--- src/rtl/core/agc_pkg.sv ---
// Shared types, constants and register codes of the receive gain control block.
package agc_pkg;

   // Default values of the top-level parameters
   localparam int SMOOTH_SHIFT_DEF  = 3;
   localparam int FRACTION_BITS_DEF = 6;
   localparam int QUEUE_DEPTH_DEF   = 2;

   // Field widths
   localparam int POWER_W     = 8;
   localparam int ERR_W       = 16;
   localparam int GAIN_W      = 10;
   localparam int CSR_INDEX_W = 3;
   localparam int CSR_DATA_W  = 10;
   localparam int MUL_B_W     = 10;
   localparam int PROD_W      = ERR_W + MUL_B_W + 1;

   // Register indexes
   localparam logic [CSR_INDEX_W-1:0] CSR_POWER_TARGET = 3'd0;
   localparam logic [CSR_INDEX_W-1:0] CSR_STEPS_PER_DB = 3'd1;
   localparam logic [CSR_INDEX_W-1:0] CSR_INV_SLOPE    = 3'd2;
   localparam logic [CSR_INDEX_W-1:0] CSR_GAIN_UPPER   = 3'd3;
   localparam logic [CSR_INDEX_W-1:0] CSR_GAIN_LOWER   = 3'd4;
   localparam logic [CSR_INDEX_W-1:0] CSR_MAX_DOWN     = 3'd5;
   localparam logic [CSR_INDEX_W-1:0] CSR_SMOOTH_MULT  = 3'd6;

   // Opcodes
   localparam logic OP_MEASURE = 1'b0;
   localparam logic OP_UPDATE  = 1'b1;

   // Gain code after reset: least amplifier gain
   localparam logic [GAIN_W-1:0] GAIN_RESET = 10'd1023;

   typedef struct packed {
      logic signed [7:0] power_target_db;
      logic [5:0]        gain_step_rate;
      logic [9:0]        inverse_slope;
      logic [9:0]        gain_code_upper;
      logic [9:0]        gain_code_lower;
      logic [6:0]        max_down_step_db;
      logic [7:0]        smooth_multiplier;
   } cfg_type;

   localparam cfg_type CFG_RESET = '{
      power_target_db:   -8'sd60,
      gain_step_rate:    6'd4,
      inverse_slope:     10'd64,
      gain_code_upper:   10'd1023,
      gain_code_lower:   10'd0,
      max_down_step_db:  7'd10,
      smooth_multiplier: 8'd7
   };

   // Classified command word: opcode and the floored, scaled power error
   typedef struct packed {
      logic                    opcode;
      logic signed [ERR_W-1:0] clip_error;
   } cmd_type;

   // Head of the command queue as seen by the execution side
   typedef struct packed {
      logic    valid;
      cmd_type cmd;
   } qhead_type;

endpackage

--- src/rtl/core/agc_front.sv ---
// Front end: configuration registers, input acceptance and measurement pre-scaling.
module agc_front #(
   parameter int FRACTION_BITS = agc_pkg::FRACTION_BITS_DEF
) (
   input  logic                                clock,
   input  logic                                reset,
   input  logic                                req_valid,
   output logic                                req_ready,
   input  logic                                req_opcode,
   input  logic signed [agc_pkg::POWER_W-1:0]  req_rx_power_db,
   input  logic                                csr_write_enable,
   input  logic [agc_pkg::CSR_INDEX_W-1:0]     csr_index,
   input  logic [agc_pkg::CSR_DATA_W-1:0]      csr_write_data,
   input  logic                                queue_full,
   output logic                                queue_push,
   output agc_pkg::cmd_type                    queue_cmd,
   output agc_pkg::cfg_type                    cfg
);
   import agc_pkg::*;

   cfg_type cfg_ff, cfg_in;

   logic signed [POWER_W:0]  diff;
   logic signed [ERR_W:0]    diff_shift;
   logic signed [ERR_W-1:0]  adj;
   logic [ERR_W:0]           down_mag;
   logic signed [ERR_W-1:0]  floor_val;

   // Decode register writes
   always_comb begin
      cfg_in = cfg_ff;
      if (csr_write_enable) begin
         unique case (csr_index)
            CSR_POWER_TARGET: cfg_in.power_target_db   = signed'(csr_write_data[7:0]);
            CSR_STEPS_PER_DB: cfg_in.gain_step_rate    = csr_write_data[5:0];
            CSR_INV_SLOPE:    cfg_in.inverse_slope     = csr_write_data[9:0];
            CSR_GAIN_UPPER:   cfg_in.gain_code_upper   = csr_write_data[9:0];
            CSR_GAIN_LOWER:   cfg_in.gain_code_lower   = csr_write_data[9:0];
            CSR_MAX_DOWN:     cfg_in.max_down_step_db  = csr_write_data[6:0];
            CSR_SMOOTH_MULT:  cfg_in.smooth_multiplier = csr_write_data[7:0];
            default: ;
         endcase
      end
   end

   always_ff @(posedge clock) begin
      if (reset) begin
         cfg_ff <= CFG_RESET;
      end else begin
         cfg_ff <= cfg_in;
      end
   end

   assign cfg = cfg_ff;

   // Scale the power error to fractional dB and floor it at the largest down step
   always_comb begin
      diff       = (POWER_W+1)'(req_rx_power_db) - (POWER_W+1)'(cfg_ff.power_target_db);
      diff_shift = (ERR_W+1)'(diff) <<< FRACTION_BITS;
      adj        = signed'(diff_shift[ERR_W-1:0]);
      // the floor magnitude stays below 2^15 for every legal fraction width
      down_mag   = (ERR_W+1)'(cfg_ff.max_down_step_db) << FRACTION_BITS;
      floor_val  = signed'(ERR_W'((ERR_W+1)'(0) - down_mag));
   end

   // Accept a word whenever the queue has room
   assign req_ready            = !queue_full;
   assign queue_push           = req_valid && !queue_full;
   assign queue_cmd.opcode     = req_opcode;
   assign queue_cmd.clip_error = (adj > floor_val) ? adj : floor_val;

endmodule

--- src/rtl/core/agc_queue.sv ---
// Short command queue between the front end and the execution side.
module agc_queue #(
   parameter int DEPTH = agc_pkg::QUEUE_DEPTH_DEF
) (
   input  logic               clock,
   input  logic               reset,
   input  logic               push,
   input  agc_pkg::cmd_type   push_cmd,
   output logic               full,
   input  logic               pop,
   output agc_pkg::qhead_type head
);
   import agc_pkg::*;

   localparam int PTR_W = (DEPTH > 1) ? $clog2(DEPTH) : 1;
   localparam int CNT_W = $clog2(DEPTH + 1);

   cmd_type            mem_ff [DEPTH];
   logic [PTR_W-1:0]   wr_ptr_ff, wr_ptr_in;
   logic [PTR_W-1:0]   rd_ptr_ff, rd_ptr_in;
   logic [CNT_W-1:0]   count_ff, count_in;
   logic               do_push, do_pop;

   assign full    = (count_ff == CNT_W'(DEPTH));
   assign do_push = push && !full;
   assign do_pop  = pop && (count_ff != '0);

   // Advance pointers with wrap at the depth
   always_comb begin
      wr_ptr_in = wr_ptr_ff;
      rd_ptr_in = rd_ptr_ff;
      count_in  = count_ff;
      if (do_push) begin
         wr_ptr_in = (wr_ptr_ff == PTR_W'(DEPTH - 1)) ? '0 : wr_ptr_ff + 1'b1;
      end
      if (do_pop) begin
         rd_ptr_in = (rd_ptr_ff == PTR_W'(DEPTH - 1)) ? '0 : rd_ptr_ff + 1'b1;
      end
      if (do_push && !do_pop) begin
         count_in = count_ff + 1'b1;
      end else if (do_pop && !do_push) begin
         count_in = count_ff - 1'b1;
      end
   end

   always_ff @(posedge clock) begin
      if (reset) begin
         wr_ptr_ff <= '0;
         rd_ptr_ff <= '0;
         count_ff  <= '0;
      end else begin
         wr_ptr_ff <= wr_ptr_in;
         rd_ptr_ff <= rd_ptr_in;
         count_ff  <= count_in;
      end
   end

   // Store the incoming word
   always_ff @(posedge clock) begin
      if (do_push) begin
         mem_ff[wr_ptr_ff] <= push_cmd;
      end
   end

   assign head.valid = (count_ff != '0);
   assign head.cmd   = mem_ff[rd_ptr_ff];

endmodule

--- src/rtl/core/agc_back.sv ---
// Execution side: sequencer around one shared multiplier, state and result register.
module agc_back #(
   parameter int SMOOTH_SHIFT  = agc_pkg::SMOOTH_SHIFT_DEF,
   parameter int FRACTION_BITS = agc_pkg::FRACTION_BITS_DEF
) (
   input  logic                                clock,
   input  logic                                reset,
   input  agc_pkg::cfg_type                    cfg,
   input  agc_pkg::qhead_type                  head,
   output logic                                pop,
   output logic                                rsp_valid,
   input  logic                                rsp_ready,
   output logic signed [agc_pkg::ERR_W-1:0]    rsp_smoothed_error,
   output logic [agc_pkg::GAIN_W-1:0]          rsp_gain_code
);
   import agc_pkg::*;

   localparam logic [2:0] S_IDLE = 3'd0;
   localparam logic [2:0] S_MUL  = 3'd1;
   localparam logic [2:0] S_ACC  = 3'd2;
   localparam logic [2:0] S_CORR = 3'd3;
   localparam logic [2:0] S_DONE = 3'd4;
   localparam int         ACC_W  = PROD_W + 1;

   logic [2:0]               state_ff, state_in;
   logic                     op_ff, op_in;
   logic signed [ERR_W-1:0]  clip_ff, clip_in;
   logic signed [PROD_W-1:0] prod_ff, prod_in;
   logic signed [ERR_W-1:0]  delta_ff, delta_in;
   logic signed [ERR_W-1:0]  smoothed_ff, smoothed_in;
   logic [GAIN_W-1:0]        gain_ff, gain_in;
   logic                     rsp_valid_ff, rsp_valid_in;
   logic signed [ERR_W-1:0]  rsp_err_ff, rsp_err_in;
   logic [GAIN_W-1:0]        rsp_gain_ff, rsp_gain_in;

   logic                     out_free, load_rsp;
   logic signed [ERR_W-1:0]  mul_a;
   logic [MUL_B_W-1:0]       mul_b;
   logic signed [PROD_W-1:0] mul_p;
   logic signed [ERR_W-1:0]  db;
   logic signed [ACC_W-1:0]  acc, acc_sh;
   logic signed [ERR_W-1:0]  delta_raw, test, upper16, lower16;

   assign out_free = !rsp_valid_ff || rsp_ready;
   assign pop      = (state_ff == S_IDLE) && head.valid && out_free;
   assign db       = smoothed_ff >>> FRACTION_BITS;

   // Select multiplier operands for the current step
   always_comb begin
      mul_a = smoothed_ff;
      mul_b = MUL_B_W'(cfg.smooth_multiplier);
      if (state_ff == S_CORR) begin
         mul_a = delta_ff;
         mul_b = cfg.inverse_slope;
      end else if (op_ff == OP_UPDATE) begin
         mul_a = db;
         mul_b = MUL_B_W'(cfg.gain_step_rate);
      end
   end

   assign mul_p = PROD_W'(mul_a) * PROD_W'(signed'({1'b0, mul_b}));

   // Filter sum and gain clamp arithmetic
   always_comb begin
      acc       = ACC_W'(prod_ff) + ACC_W'(clip_ff);
      acc_sh    = acc >>> SMOOTH_SHIFT;
      delta_raw = signed'(prod_ff[ERR_W-1:0]);
      test      = signed'(ERR_W'({6'b0, gain_ff}) + delta_raw);
      upper16   = signed'(ERR_W'({6'b0, cfg.gain_code_upper}));
      lower16   = signed'(ERR_W'({6'b0, cfg.gain_code_lower}));
   end

   // Sequence one word through the shared multiplier
   always_comb begin
      state_in    = state_ff;
      op_in       = op_ff;
      clip_in     = clip_ff;
      prod_in     = prod_ff;
      delta_in    = delta_ff;
      smoothed_in = smoothed_ff;
      gain_in     = gain_ff;
      load_rsp    = 1'b0;
      unique case (state_ff)
         S_IDLE: begin
            if (pop) begin
               op_in    = head.cmd.opcode;
               clip_in  = head.cmd.clip_error;
               state_in = S_MUL;
            end
         end
         S_MUL: begin
            prod_in  = mul_p;
            state_in = S_ACC;
         end
         S_ACC: begin
            if (op_ff == OP_MEASURE) begin
               smoothed_in = signed'(acc_sh[ERR_W-1:0]);
               load_rsp    = 1'b1;
               state_in    = S_IDLE;
            end else begin
               // the upper limit is checked first and wins when the sum exceeds both crossed limits
               priority if (test > upper16) begin
                  gain_in  = cfg.gain_code_upper;
                  delta_in = upper16 - signed'(ERR_W'({6'b0, gain_ff}));
               end else if (test < lower16) begin
                  gain_in  = cfg.gain_code_lower;
                  delta_in = lower16 - signed'(ERR_W'({6'b0, gain_ff}));
               end else begin
                  gain_in  = test[GAIN_W-1:0];
                  delta_in = delta_raw;
               end
               state_in = S_CORR;
            end
         end
         S_CORR: begin
            prod_in  = mul_p;
            state_in = S_DONE;
         end
         S_DONE: begin
            // remove the applied change, scaled back and shifted right by two
            smoothed_in = smoothed_ff - signed'(prod_ff[ERR_W+1:2]);
            load_rsp    = 1'b1;
            state_in    = S_IDLE;
         end
         default: begin
            state_in = S_IDLE;
         end
      endcase
   end

   // Output word register
   always_comb begin
      rsp_valid_in = rsp_valid_ff;
      rsp_err_in   = rsp_err_ff;
      rsp_gain_in  = rsp_gain_ff;
      if (load_rsp) begin
         rsp_valid_in = 1'b1;
         rsp_err_in   = smoothed_in;
         rsp_gain_in  = gain_in;
      end else if (rsp_ready) begin
         rsp_valid_in = 1'b0;
      end
   end

   always_ff @(posedge clock) begin
      if (reset) begin
         state_ff     <= S_IDLE;
         smoothed_ff  <= '0;
         gain_ff      <= GAIN_RESET;
         rsp_valid_ff <= 1'b0;
      end else begin
         state_ff     <= state_in;
         smoothed_ff  <= smoothed_in;
         gain_ff      <= gain_in;
         rsp_valid_ff <= rsp_valid_in;
      end
   end

   always_ff @(posedge clock) begin
      op_ff       <= op_in;
      clip_ff     <= clip_in;
      prod_ff     <= prod_in;
      delta_ff    <= delta_in;
      rsp_err_ff  <= rsp_err_in;
      rsp_gain_ff <= rsp_gain_in;
   end

   assign rsp_valid          = rsp_valid_ff;
   assign rsp_smoothed_error = rsp_err_ff;
   assign rsp_gain_code      = rsp_gain_ff;

endmodule

--- src/rtl/core/receive_gain_agc_with_iir_smoothing.sv ---
// Top level of the receive gain control block with IIR-smoothed power error.
//
// Input channel (req_): one word per item. Opcode 0 folds rx_power_db into the
// smoothed power error; opcode 1 applies the error to the gain code. Every item
// returns one word on the result channel (rsp_) with the smoothed error in
// fractional dB and the gain code after that item.
// Configuration (csr_): write csr_write_data to register csr_index in one cycle
// while no item is in flight; an index beyond the last register is ignored.
// From acceptance an item passes the queue and the sequencer states idle, multiply
// and accumulate, plus correct and done for a gain update; the sequencer takes its
// next word only back in idle and runs every product through one shared multiplier.
// A command queue of QUEUE_DEPTH words takes new items while the sequencer works;
// req_ready drops only when that queue is full.
// Reset clears the smoothed error, sets the gain code to 1023, loads the
// register defaults and empties the queue and the result register.
// When the receiver holds rsp_ready low the result word holds, the sequencer
// waits before taking its next word, and the queue keeps filling until full.
module receive_gain_agc_with_iir_smoothing #(
   parameter int SMOOTH_SHIFT  = agc_pkg::SMOOTH_SHIFT_DEF,
   parameter int FRACTION_BITS = agc_pkg::FRACTION_BITS_DEF,
   parameter int QUEUE_DEPTH   = agc_pkg::QUEUE_DEPTH_DEF
) (
   input  logic                                clock,
   input  logic                                reset,
   input  logic                                req_valid,
   output logic                                req_ready,
   input  logic                                req_opcode,
   input  logic signed [agc_pkg::POWER_W-1:0]  req_rx_power_db,
   output logic                                rsp_valid,
   input  logic                                rsp_ready,
   output logic signed [agc_pkg::ERR_W-1:0]    rsp_smoothed_error,
   output logic [agc_pkg::GAIN_W-1:0]          rsp_gain_code,
   input  logic                                csr_write_enable,
   input  logic [agc_pkg::CSR_INDEX_W-1:0]     csr_index,
   input  logic [agc_pkg::CSR_DATA_W-1:0]      csr_write_data
);
   import agc_pkg::*;

   cfg_type   cfg;
   cmd_type   queue_cmd;
   qhead_type head;
   logic      queue_push, queue_full, queue_pop;

   agc_front #(
      .FRACTION_BITS (FRACTION_BITS)
   ) u_front (
      .clock            (clock),
      .reset            (reset),
      .req_valid        (req_valid),
      .req_ready        (req_ready),
      .req_opcode       (req_opcode),
      .req_rx_power_db  (req_rx_power_db),
      .csr_write_enable (csr_write_enable),
      .csr_index        (csr_index),
      .csr_write_data   (csr_write_data),
      .queue_full       (queue_full),
      .queue_push       (queue_push),
      .queue_cmd        (queue_cmd),
      .cfg              (cfg)
   );

   agc_queue #(
      .DEPTH (QUEUE_DEPTH)
   ) u_queue (
      .clock    (clock),
      .reset    (reset),
      .push     (queue_push),
      .push_cmd (queue_cmd),
      .full     (queue_full),
      .pop      (queue_pop),
      .head     (head)
   );

   agc_back #(
      .SMOOTH_SHIFT  (SMOOTH_SHIFT),
      .FRACTION_BITS (FRACTION_BITS)
   ) u_back (
      .clock              (clock),
      .reset              (reset),
      .cfg                (cfg),
      .head               (head),
      .pop                (queue_pop),
      .rsp_valid          (rsp_valid),
      .rsp_ready          (rsp_ready),
      .rsp_smoothed_error (rsp_smoothed_error),
      .rsp_gain_code      (rsp_gain_code)
   );

endmodule

--- config.mk ---
export PLATFORM = sky130hd
export DESIGN_NAME = receive_gain_agc_with_iir_smoothing
export DESIGN_NICKNAME = d
export VERILOG_FILES = /design/src/rtl/core/agc_pkg.sv /design/src/rtl/core/agc_front.sv /design/src/rtl/core/agc_queue.sv /design/src/rtl/core/agc_back.sv /design/src/rtl/core/receive_gain_agc_with_iir_smoothing.sv
export SDC_FILE = /design/constraint.sdc
export NUM_CORES = 1
export LEC_CHECK = 0
export ABC_AREA = 1
export BUFFER_PORTS_ARGS = -buffer_cell sky130_fd_sc_hd__buf_4
export CORE_MARGIN = 5
export CORE_UTILIZATION = 30
export CTS_CLUSTER_DIAMETER = 80
export DETAILED_ROUTE_END_ITERATION = 8
export GPL_TIMING_DRIVEN = 0
export PLACE_DENSITY = 0.44
export SLEW_MARGIN = 0
export SYNTH_ARGS = -nofsm -noshare
export SYNTH_HDL_FRONTEND = slang
export SYNTH_SLANG_ARGS = --single-unit
export TNS_END_PERCENT = 50
--- constraint.sdc ---
create_clock -name clock -period 12.1 [get_ports clock]
set_input_delay 1.815 -clock clock [delete_from_list [all_inputs] [get_ports clock]]
set_output_delay 1.815 -clock clock [all_outputs]
set_load 0.02 [all_outputs]
* Word-level counts from Yosys, hierarchy flattened *
Memories as Yosys holds them, arrays and structs flattened. A register that Yosys moved wholly into a read port is not among the register bits.
Cells that the tools add are included.

operators by class
  add/sub/neg operators = 11
  $mul = 1
  $lt $le $gt $ge = 3
  equal/unequal tests = 12
  muxes and demuxes = 26
  reductions and logical operators = 27

operator list
  cell                                                                  number
  16-bit two-way mux                                                    5
  10-bit two-way mux                                                    5
  16-bit case mux with 2 select lines                                   1
  10-bit by 10-bit subtractor with 11-bit output                        2
  19-bit by 16-bit adder with 19-bit output                             1
  16-bit by 11-bit multiplier with 19-bit output                        1
  2-bit AND reduction                                                   9
  10-bit by 16-bit adder with 16-bit output                             1
  16-bit by 11-bit > comparator with 1-bit output                       1
  16-bit by 11-bit < comparator with 1-bit output                       1
  16-bit subtractor                                                     1
  15-bit by 14-bit > comparator with 1-bit output                       1
  15-bit two-way mux                                                    1
  1-bit by 13-bit subtractor with 14-bit output (first input constant)  1
  3-bit by 2-bit == test with 1-bit output (second input constant)      4
  3-bit == test (second input constant)                                 4
  3-bit case mux with 4 select lines                                    1
  8-bit by 8-bit subtractor with 9-bit output                           1
  8-bit two-way mux                                                     1
  1-bit logical AND                                                     7
  1-bit two-way mux                                                     7
  3-bit by 1-bit == test with 1-bit output (second input constant)      2
  3-bit logical NOT                                                     2
  2-bit two-way mux                                                     3
  other kinds (11)                                                      17

storage, ports and cells
  register bits after elaboration = 154
  bits in writable memories = 34
  output and inout port bits = 28
  memories = 1

memories
  memory          words  bits a word  read ports  clocked after memory_dff  write ports  line             source
  u_queue.mem_ff  2      17           1           1                         1            agc_queue.sv:18  cmd_type mem_ff [DEPTH];

* Longest topological paths before layout *
Gate-level depths: netlist (run 1).

  depth after elaboration = 8
  mapped depth = 29

* Modules after synthesis *
A second synthesis (run 1) with hierarchy kept.

second synthesis, totals
  cells, all modules = 2,316
  area total of the unflattened synthesis = 17,596.9 um^2

by module, submodules not included
  module     times used  cells an instance  area each (um^2)
  agc_back   1           1,795              13,041.3
  agc_front  1           431                3,030.4
  agc_queue  1           90                 1,525.2

* Worst setup path before layout (run 1) *
OpenSTA, ideal clock, no wires.

  path type = reg2reg
  from = register u_back.state_ff[2]
  to = register u_back.prod_ff[15] (data pin)
  library setup time = 0.265 ns
  arrival = 5.540 ns
  setup slack = 6.295 ns
  stages on the path, launching flop included = 27
  clock period less this slack = 5.805 ns
  cell sequence = dfxtp_1 -> inv_2 -> nand3_1 -> buf_4 -> inv_1 -> clkbuf_1 -> buf_2 -> nand2_1 -> o21ai_1 -> nand2_1 -> fa_1 -> fa_1 -> inv_1 -> fa_1 -> fa_1 -> inv_1 -> fa_1 -> inv_1 -> ha_1 -> a21oi_1 -> o21ai_0 -> o21bai_1 -> nand2_1 -> nand2_1 -> a21oi_1 -> o21ai_0 -> xor2_1

on the way
  cells in the longest elaborated chain, start to end = 3

RTL lines
  element                                                   line             source
  start, declared                                           agc_back.sv:25   logic [2:0] state_ff, state_in;
  start signal, assigned                                    agc_back.sv:152  state_ff <= state_in;
  3-bit by 2-bit == test with 1-bit output (*)              agc_back.sv:52   if (state_ff == S_CORR) begin
  16-bit two-way mux or 10-bit two-way mux (tied branches)  agc_back.sv:52
  16-bit by 11-bit multiplier with 19-bit output (*)        agc_back.sv:61   assign mul_p = PROD_W'(mul_a) * PROD_W'(signed'({1'b0, mul_b}));
  net u_back.mul_p[15]                                      agc_back.sv:39   logic signed [PROD_W-1:0] mul_p;
  end signal, assigned                                      agc_back.sv:162  prod_ff <= prod_in;
  end, declared                                             agc_back.sv:28   logic signed [PROD_W-1:0] prod_ff, prod_in;

The timed path passes the listed nets; every way through them passes the cells marked *.
A chain may end at the register's enable or synchronous reset.

* Final worst setup path (run 1) *
  from = register u_back.op_ff
  to = register u_back.prod_ff[18] (data pin)

on the way
  cells in the longest elaborated chain, start to end = 3

RTL lines
  element                                                   line             source
  start, declared                                           agc_back.sv:26   logic op_ff, op_in;
  start signal, assigned                                    agc_back.sv:160  op_ff <= op_in;
  15-bit two-way mux or 8-bit two-way mux (tied branches)   agc_back.sv:55   end else if (op_ff == OP_UPDATE) begin
  16-bit two-way mux or 10-bit two-way mux (tied branches)  agc_back.sv:52
  16-bit by 11-bit multiplier with 19-bit output (*)        agc_back.sv:61
  net u_back.mul_p[18]                                      agc_back.sv:39

Marked as above.

==> results of run 1 <==
[state kept, by name (all words and copies together) (netlist names)]
register	cells
u_queue.mem_ff	20
u_back.op_ff	1
u_back.smoothed_ff	16
u_back.delta_ff	16
u_back.prod_ff	19
u_queue.rd_ptr_ff	1
u_back.gain_ff	10
u_back.rsp_smoothed_error	16
u_back.clip_ff	9
u_back.state_ff	3
u_back.rsp_gain_code	10
u_queue.wr_ptr_ff	1
u_front.cfg	59
u_queue.count_ff	2
u_back.rsp_valid	1
[tightest hold or removal path: stages, from the launching register on]
cell and delay, ns:
dfxtp_1 0.30, inv_1 0.05, a21oi_1 0.05
[Yosys cell counts, types with 7 or more instances]
master | count | share of area [%]
nand2_1 | 456 | 11
inv_1 | 378 | 9.0
nor2_1 | 162 | 3.9
ha_1 | 139 | 11
o21ai_0 | 138 | 4.4
a21oi_1 | 121 | 3.8
nand3_1 | 110 | 3.5
fa_1 | 100 | 13
dfxtp_1 | 93 | 12
edfxtp_1 | 91 | 17
xor2_1 | 39 | 2.2
clkbuf_1 | 29 | 0.69
o21ai_1 | 27 | 0.86
nand4_1 | 20 | 0.79
xnor2_1 | 20 | 1.1
nor3_1 | 16 | 0.51
or2_2 | 12 | 0.48
a31oi_1 | 11 | 0.44
o211ai_1 | 10 | 0.48
a21boi_0 | 9 | 0.43
buf_2 | 9 | 0.29
a21o_1 | 8 | 0.38
nand3b_1 | 7 | 0.33
[area by class of cell]
cell class / count / area [µm²] / area share (%)
multi-input cells: 1445 / 9490 / 53.8
flip-flops and latches: 184 / 4590 / 26.0
inverters: 386 / 1450 / 8.21
well taps: 688 / 861 / 4.88
clock buffers: 21 / 497 / 2.81
repair buffers: 54 / 413 / 2.34
plain buffers: 48 / 225 / 1.28
clock inverters: 11 / 120 / 0.680
[metal layers]
metal	part of all wire (%)	up-vias
met5	0	-
met3	4.3	33
met2	46	314
li1	-	6759
met1	49	6516
met4	1.4	0
[through the flow]
step	total power [mW]	utilization (%)	setup WS, ns
after CTS	4.57	33.7	5.25
after global routing	4.99	33.7	4.77
after global placement	3.94	32.5	5.34
after detailed placement	3.96	32.5	5.27
after floorplan	3.04	-	6.29
final	4.52	33.7	5.27
[where the power goes]
part	switching [mW]	internal [mW]	total, mW
Sequential	0.138	0.871	1.01
Clock	0.280	0.307	0.586
Combinational	1.94	0.990	2.92
Total	2.35	2.17	4.52
[path summary, 6_finish.rpt]
kind	end	cells after the start
worst max-delay path	u_back.prod_ff[18]$_DFFE_PP_	27
worst min-delay path	u_front.cfg[48]$_SDFFE_PP0P_	2
worst max register to register	u_back.prod_ff[18]$_DFFE_PP_	27
worst min register to register	u_front.cfg[48]$_SDFFE_PP0P_	2
[cells by family after synthesis]
kind of cell	after synthesis
adder cells (fa/ha/maj)	239
AO/OA/AOI/OAI	347
buffers and inverters	434
multiplexers	1
AND/OR/NAND/NOR	799
XOR/XNOR	59
flip-flops	184
==> out/results.txt, run 1 <==
Tmin final = 6.83 ns
setup violators final = 0
Max Slew Vio Count = 0
CTS H-tree lvls = 4
most used cell, CP = inv_1
placed cell count = 2805
drt drc = 0
VDD IR max = 0.0890 mV
initial DRC count = 853
max_slew headroom = 20.6%
Final Non-Filler Cells = 2837
Fmax achieved = 146 MHz
number of global-route vias before repair = 13.2k
commonest non-fill, non-tap cells in the layout = nand2_1, inv_1, nor2_1
R2R Path Start = u_back.op_ff$_DFFE_PP_
first-pass GRT wire length = 78100 µm
Bufs on Longest Clock Path = 2
global-route met1 utilization = 25.7%
synthesized-area fraction occupied by adder cells = 23.7%
DR pass1 iterations = 7
CORE AREA = 52300 µm²
Leak Pwr = 8.55 nW
hold_ws = 0.451 ns
Worst R2R Setup Slack = 5.27 ns
die width = 239 µm
critical path peak fanout = 10
crit end category = register
Post-synth top flop = dfxtp_1
Seq cells post-synth = 184
worst skew pair latency = 0.46 ns
slowest stage delay, CP = 0.62 ns
Top Usage Layer GRT = met2
synthesized instance count = 2063
simple-gate portion of the synthesized area = 21.2%
outcome = finished clean
post-synthesis sequential area ratio = 29.2%
Sink Count = 184
ANT cells = 0
GRT overflow = 0
Compound-Gate Fraction of Synth Area = 11.9%
largest net degree at the start of global routing = 33
Routed WL = 50600 µm
Buf+Inv Stages, Crit Path = 10
commonest non-fill, non-tap cell in the layout = nand2_1
CP arrival = 7.04 ns
antenna viol nets, final = 0
die span in y = 239 µm
worst hold path type = register to register
Post-synth EDFFs = 91
synthesis-to-finish area growth = 12.0%
Final Hold Fails = 0
Via Count = 13.6k
post-CTS setup buffers = 0
Reg clk slew, reported paths = 0.08 ns
global placement routability congestion = 0.938
YS warnings = 0
GRT Util Overall = 17.8%
post-synth cell types = 47
largest family of logic cells by synthesized area = adder cells
CTS Buf Count = 17
Pwr per Cell Area = 256 nW/µm²
Post-Place Cell Area = 17000 µm²
CP startpoint = u_back.op_ff$_DFFE_PP_
Filler cells = 5661
Post-Synthesis Cell Area = 15800 µm²
CP required = 12.31 ns
CTS Hold Bufs = 0
CTS tree = yes
Post-DP HPWL = 42000 µm
actual slew at the worst max-slew pin = 1.18 ns
fin area = 17700 µm²
Mean Syn Cell Area = 7.64 µm²
Port Buf Inserts = 53
HP Start = u_front.cfg[48]$_SDFFE_PP0P_
share of async-settable or async-resettable flops after synthesis = 0%
RSZ-0062 raised after global routing = false
clock root buffer = clkbuf_16
layout cell share with drive strength beyond 1 = 6.38%
Setup TNS = 0 ns
initial antenna violation count = 1
routed length per placed instance = 17.8 µm
mux contribution to synthesized area = 0.0635%
# rows = 84
met2 global-route usage = 28.7%
num ports = 55
post_cts resized = 0
MaxCap Viol Count = 0
Worst setup SP type = register
Worst path top cell family by delay = adder cells
routing usage on met3 = 2.28%
crit share post-route = 56.4%
initial core utilization = 30.1%
Final nets = 2402
total die area = 57200 µm²
area share of xor/xnor cells in the synthesized design = 3.28%
Mapped Nets = 2329
Clock Skew = 0.0145 ns
Setup CP Type = register to register
Max stage delay cell, worst path = fa_1
Vias/cell = 4.80
(Power assumes the default switching activity.)
==> run 2: changes to the inputs <==
==> constraint.sdc (replaced) <==
create_clock -name clock -period 6.9 [get_ports clock]
set_input_delay 1.035 -clock clock [delete_from_list [all_inputs] [get_ports clock]]
set_output_delay 1.035 -clock clock [all_outputs]
set_load 0.02 [all_outputs]
==> run 2 against run 1 <==
Utilization up 0.086 points. Maximum frequency up 3.4%. Final cell count unchanged. Largest cell class unchanged. Setup slack worse by 5.0 ns. Clock power up 76%. Flip-flop and latch count unchanged. Wire length down 0.14%. Hold slack about the same. Global-route usage unchanged. Critical endpoint is now u_back.prod_ff[15]$_DFFE_PP_. Sequential share of layout area down 0.066 points.
==> out/results.txt, run 2 (synthesis gave the netlist of run 1 again) <==
die span in y = 239 µm
synthesis-to-finish area growth = 12.3%
CTS H-tree lvls = 4
setup violators final = 0
Total Power = 7.95 mW
initial core utilization = 30.1%
hold_ws = 0.451 ns
post_cts resized = 0
CTS Hold Bufs = 0
GRT Util Overall = 17.8%
Post-Place Cell Area = 17000 µm²
Port Buf Inserts = 53
commonest non-fill, non-tap cells in the layout = nand2_1, inv_1, nor2_1
max_slew headroom = 34.7%
RSZ-0062 raised after global routing = true
Pwr per Cell Area = 449 nW/µm²
worst hold path type = register to register
MaxCap Viol Count = 0
ANT cells = 0
Routed WL = 50600 µm
Final nets = 2402
num ports = 55
outcome = finished clean
Tmin final = 6.60 ns
initial antenna violation count = 1
Post-DP HPWL = 42000 µm
total die area = 57200 µm²
global placement routability congestion = 0.938
die width = 239 µm
clock root buffer = clkbuf_16
commonest non-fill, non-tap cell in the layout = nand2_1
Fmax achieved = 151 MHz
GRT overflow = 0
initial DRC count = 832
Sink Count = 184
critical path peak fanout = 10
antenna viol nets, final = 0
Clock Skew = 0.0123 ns
actual slew at the worst max-slew pin = 0.979 ns
Worst setup SP type = register
# rows = 84
Reg clk slew, reported paths = 0.08 ns
worst skew pair latency = 0.45 ns
fin area = 17700 µm²
CP arrival = 6.79 ns
DR pass1 iterations = 5
CORE AREA = 52300 µm²
post-CTS setup buffers = 0
VDD IR max = 0.156 mV
Via Count = 13.6k
Worst path top cell family by delay = adder cells
Setup CP Type = register to register
largest net degree at the start of global routing = 33
Final Hold Fails = 0
crit end category = register
CTS Buf Count = 17
Max Slew Vio Count = 0
layout cell share with drive strength beyond 1 = 7.03%
slowest stage delay, CP = 0.54 ns
Leak Pwr = 8.58 nW
Vias/cell = 4.81
routed length per placed instance = 17.8 µm
CP required = 7.09 ns
max reg flops = 59
Max stage delay cell, worst path = fa_1
first-pass GRT wire length = 78100 µm
drt drc = 0
Buf+Inv Stages, Crit Path = 8
number of global-route vias before repair = 13.2k
CTS tree = yes
Bufs on Longest Clock Path = 2
crit share post-route = 95.7%
run 2: cell counts in the layout (fill, tap and decap cells not counted):
Identical to the previous run, type by type.
run 2: where the power goes:
group,internal (mW),total [mW],switching [mW]
Combinational,1.74,5.15,3.41
Clock,0.538,1.03,0.491
Sequential,1.53,1.77,0.242
Total,3.81,7.95,4.14
run 2: metal layers:
metal	global-route usage [%]	up-vias	wire, µm
met3	2.28	38	2300
met4	3.54	0	722
met5	0	-	0
met1	25.7	6532	24400
li1	-	6763	-
met2	28.7	305	23100
run 2: cell type report:
type                            instances  area [µm²]
Buffer                                 48         230
Clock inverter                         11         120
Inverter                              386        1450
Fill cell                            5654       34600
Clock buffer                           21         497
Sequential cell                       184        4590
Multi-Input combinational cell       1445        9530
Timing Repair Buffer                   54         413
Tap cell                              688         861
run 2: tightest hold or removal path: cells and delay by family (launching register included):
kind | cells | cell delay, ns
buf+inv | 1 | 0.05
flops | 1 | 0.30
compound gates | 1 | 0.05
run 2: path summary, 6_finish.rpt:
check | start | to | slack, ns | cells past startpoint
max | u_back.state_ff[2]$_SDFFE_PP0P_ | u_back.prod_ff[15]$_DFFE_PP_ | 0.30 | 26
min | u_front.cfg[48]$_SDFFE_PP0P_ | u_front.cfg[48]$_SDFFE_PP0P_ | 0.45 | 2
min reg2reg | u_front.cfg[48]$_SDFFE_PP0P_ | u_front.cfg[48]$_SDFFE_PP0P_ | 0.45 | 2
max reg2reg | u_back.state_ff[2]$_SDFFE_PP0P_ | u_back.prod_ff[15]$_DFFE_PP_ | 0.30 | 26
run 2: per-stage QoR:
step	instances	util, %	TNS, ns	worst slack [ns]
after detailed placement	2805	32.5	0	0.0740
final	2837	33.8	0	0.297
after global routing	2837	33.8	-0.0179	-0.0179
after CTS	2837	33.7	0	0.0464
after global placement	2804	32.5	0	0.135
after floorplan	2063	-	0	1.09
==> run 3: changes to the inputs <==
--- a/config.mk
+++ b/config.mk
@@ -8,11 +8,11 @@
 export ABC_AREA = 1
 export BUFFER_PORTS_ARGS = -buffer_cell sky130_fd_sc_hd__buf_4
 export CORE_MARGIN = 5
-export CORE_UTILIZATION = 30
+export CORE_UTILIZATION = 60
 export CTS_CLUSTER_DIAMETER = 80
 export DETAILED_ROUTE_END_ITERATION = 8
 export GPL_TIMING_DRIVEN = 0
-export PLACE_DENSITY = 0.44
+export PLACE_DENSITY = 0.77
 export SLEW_MARGIN = 0
 export SYNTH_ARGS = -nofsm -noshare
 export SYNTH_HDL_FRONTEND = slang
==> run 3 against run 2 <==
Clock skew grew 0.0043 ns. First-iteration DRC count grew 50%. Sequential share of layout area grew 0.65 points. Hold slack better by 0.0049 ns. Global-route usage is 13 points higher. Combinational power is 2% lower. Critical path depth is the same. Maximum frequency increased by 0.91%. Critical endpoint is now u_back.prod_ff[18]$_DFFE_PP_.
==> out/results.txt, run 3 (synthesis gave the netlist of run 1 again) <==
crit end category = register
Hold Crit Endpoint = u_front.cfg[49]$_SDFFE_PP0P_
register area = 4590 µm²
CP required = 7.10 ns
routed length per placed instance = 18.2 µm
initial antenna violation count = 0
commonest non-fill, non-tap cells in the layout = nand2_1, inv_1, nor2_1
Worst R2R Setup Slack = 0.36 ns
Max Slew Vio Count = 0
first-pass GRT wire length = 71300 µm
Routed WL = 45100 µm
placed cell count = 2451
worst reg2reg path depth = 26
largest net degree at the start of global routing = 33
die span in y = 172 µm
layout cell share with drive strength beyond 1 = 6.51%
Pwr per Cell Area = 456 nW/µm²
worst hold path type = register to register
actual slew at the worst max-slew pin = 1.01 ns
Worst setup SP type = register
num ports = 55
CTS Buf Count = 17
slowest stage delay, CP = 0.59 ns
Vias/cell = 5.66
Final nets = 2402
Setup CP Type = register to register
# rows = 59
R2R Path Start = u_back.state_ff[2]$_SDFFE_PP0P_
Reg clk slew, reported paths = 0.09 ns
Finished Core Util = 66.4%
number of global-route vias before repair = 13.5k
Leak Pwr = 8.56 nW
CORE AREA = 26000 µm²
Sink Count = 184
CTS H-tree lvls = 4
CP startpoint = u_back.state_ff[2]$_SDFFE_PP0P_
Max stage delay cell, worst path = fa_1
antenna viol nets, final = 0
HP Start = u_front.cfg[49]$_SDFFE_PP0P_
max_slew headroom = 32.4%
max reg flops = 59
Filler cells = 2283
initial DRC count = 1251
outcome = finished clean
CTS Hold Bufs = 0
clock root buffer = clkbuf_16
CTS tree = yes
drt drc = 0
most used cell, CP = inv_1
synthesis-to-finish area growth = 9.55%
Multi-input gate area = 9500 µm²
WHS Path Cells = 2
Total Power = 7.88 mW
GRT Util Overall = 31.2%
DR pass1 iterations = 6
initial core utilization = 60.6%
Setup TNS = 0 ns
Post-Place Cell Area = 16600 µm²
fin area = 17300 µm²
Fmax achieved = 153 MHz
die width = 172 µm
Final Hold Fails = 0
Port Buf Inserts = 53
GRT overflow = 0
Final Non-Filler Cells = 2484
critical path peak fanout = 10
Tmin final = 6.54 ns
Clock Skew = 0.0166 ns
Post-DP HPWL = 36700 µm
crit share post-route = 94.8%
VDD IR max = 0.283 mV
setup violators final = 0
CP arrival = 6.75 ns
worst skew pair latency = 0.45 ns
commonest non-fill, non-tap cell in the layout = nand2_1
post-CTS setup buffers = 0
MaxCap Viol Count = 0
R2R Path End = u_back.prod_ff[18]$_DFFE_PP_
Via Count = 14.1k
ANT cells = 0
total die area = 29600 µm²
Bufs on Longest Clock Path = 2
global placement routability congestion = 0.997
run 3: cell types whose count changed in the layout (fill, tap and decap cells not counted), sizes merged:
cell    change
clkinv      +5
clkbuf      -4
inv         -2
bufinv      +1
run 3: through the flow:
step	hold WS (ns)	setup WS (ns)
finish	0.456	0.357
CTS	0.460	0.308
floorplan	0.421	1.09
global placement	0.438	0.422
detailed placement	0.442	0.351
global route	0.471	-0.00796
run 3: critical path, delay by kind of cell (launching register included):
family | cells | cell delay, ns
adder cells (fa/ha/maj) | 6 | 3.01
buffers and inverters | 10 | 1.34
AO/OA/AOI/OAI | 3 | 0.80
AND/OR/NAND/NOR | 7 | 0.77
flip-flops | 1 | 0.36
run 3: how the worst max path moves through the flow:
stage	end	slack [ns]	cells past startpoint
finish	u_back.prod_ff[18]$_DFFE_PP_	0.36	26
detailed placement	u_back.prod_ff[18]$_DFFE_PP_	0.35	22
global route	u_back.prod_ff[15]$_DFFE_PP_	-0.008	28
floorplan	u_back.prod_ff[15]$_DFFE_PP_	1.09	26
global placement	u_back.prod_ff[15]$_DFFE_PP_	0.42	26
CTS	u_back.prod_ff[18]$_DFFE_PP_	0.31	22
run 3: cell type report:
class,instances,share of cell area (%)
clock buffers,17,2.46
well taps,335,2.43
flip-flops and latches,184,26.6
multi-input cells,1445,55.0
repair buffers,54,2.46
plain buffers,48,1.33
clock inverters,15,1.30
inverters,386,8.39
run 3: timing repair:
| action | CTS | global route |
|---|---|---|
| setup endpoints to repair | 0 | 4 |
| resized for setup | 0 | 9 |
| hold endpoints to repair | 0 | 0 |
run 3: routing by layer:
metal	share of wire, %	track usage (%)	wire (µm)	vias up
met1	42	42.2	18800	6551
met5	0	0	0	-
met3	10	7.77	4610	105
met2	44	48.8	20100	629
li1	-	-	-	6777
met4	3.7	11.6	1660	0
run 3: power by group:
part           internal, mW  switching, mW
registers              1.53          0.244
clock network         0.534          0.514
logic                  1.73           3.33
total                  3.79           4.08
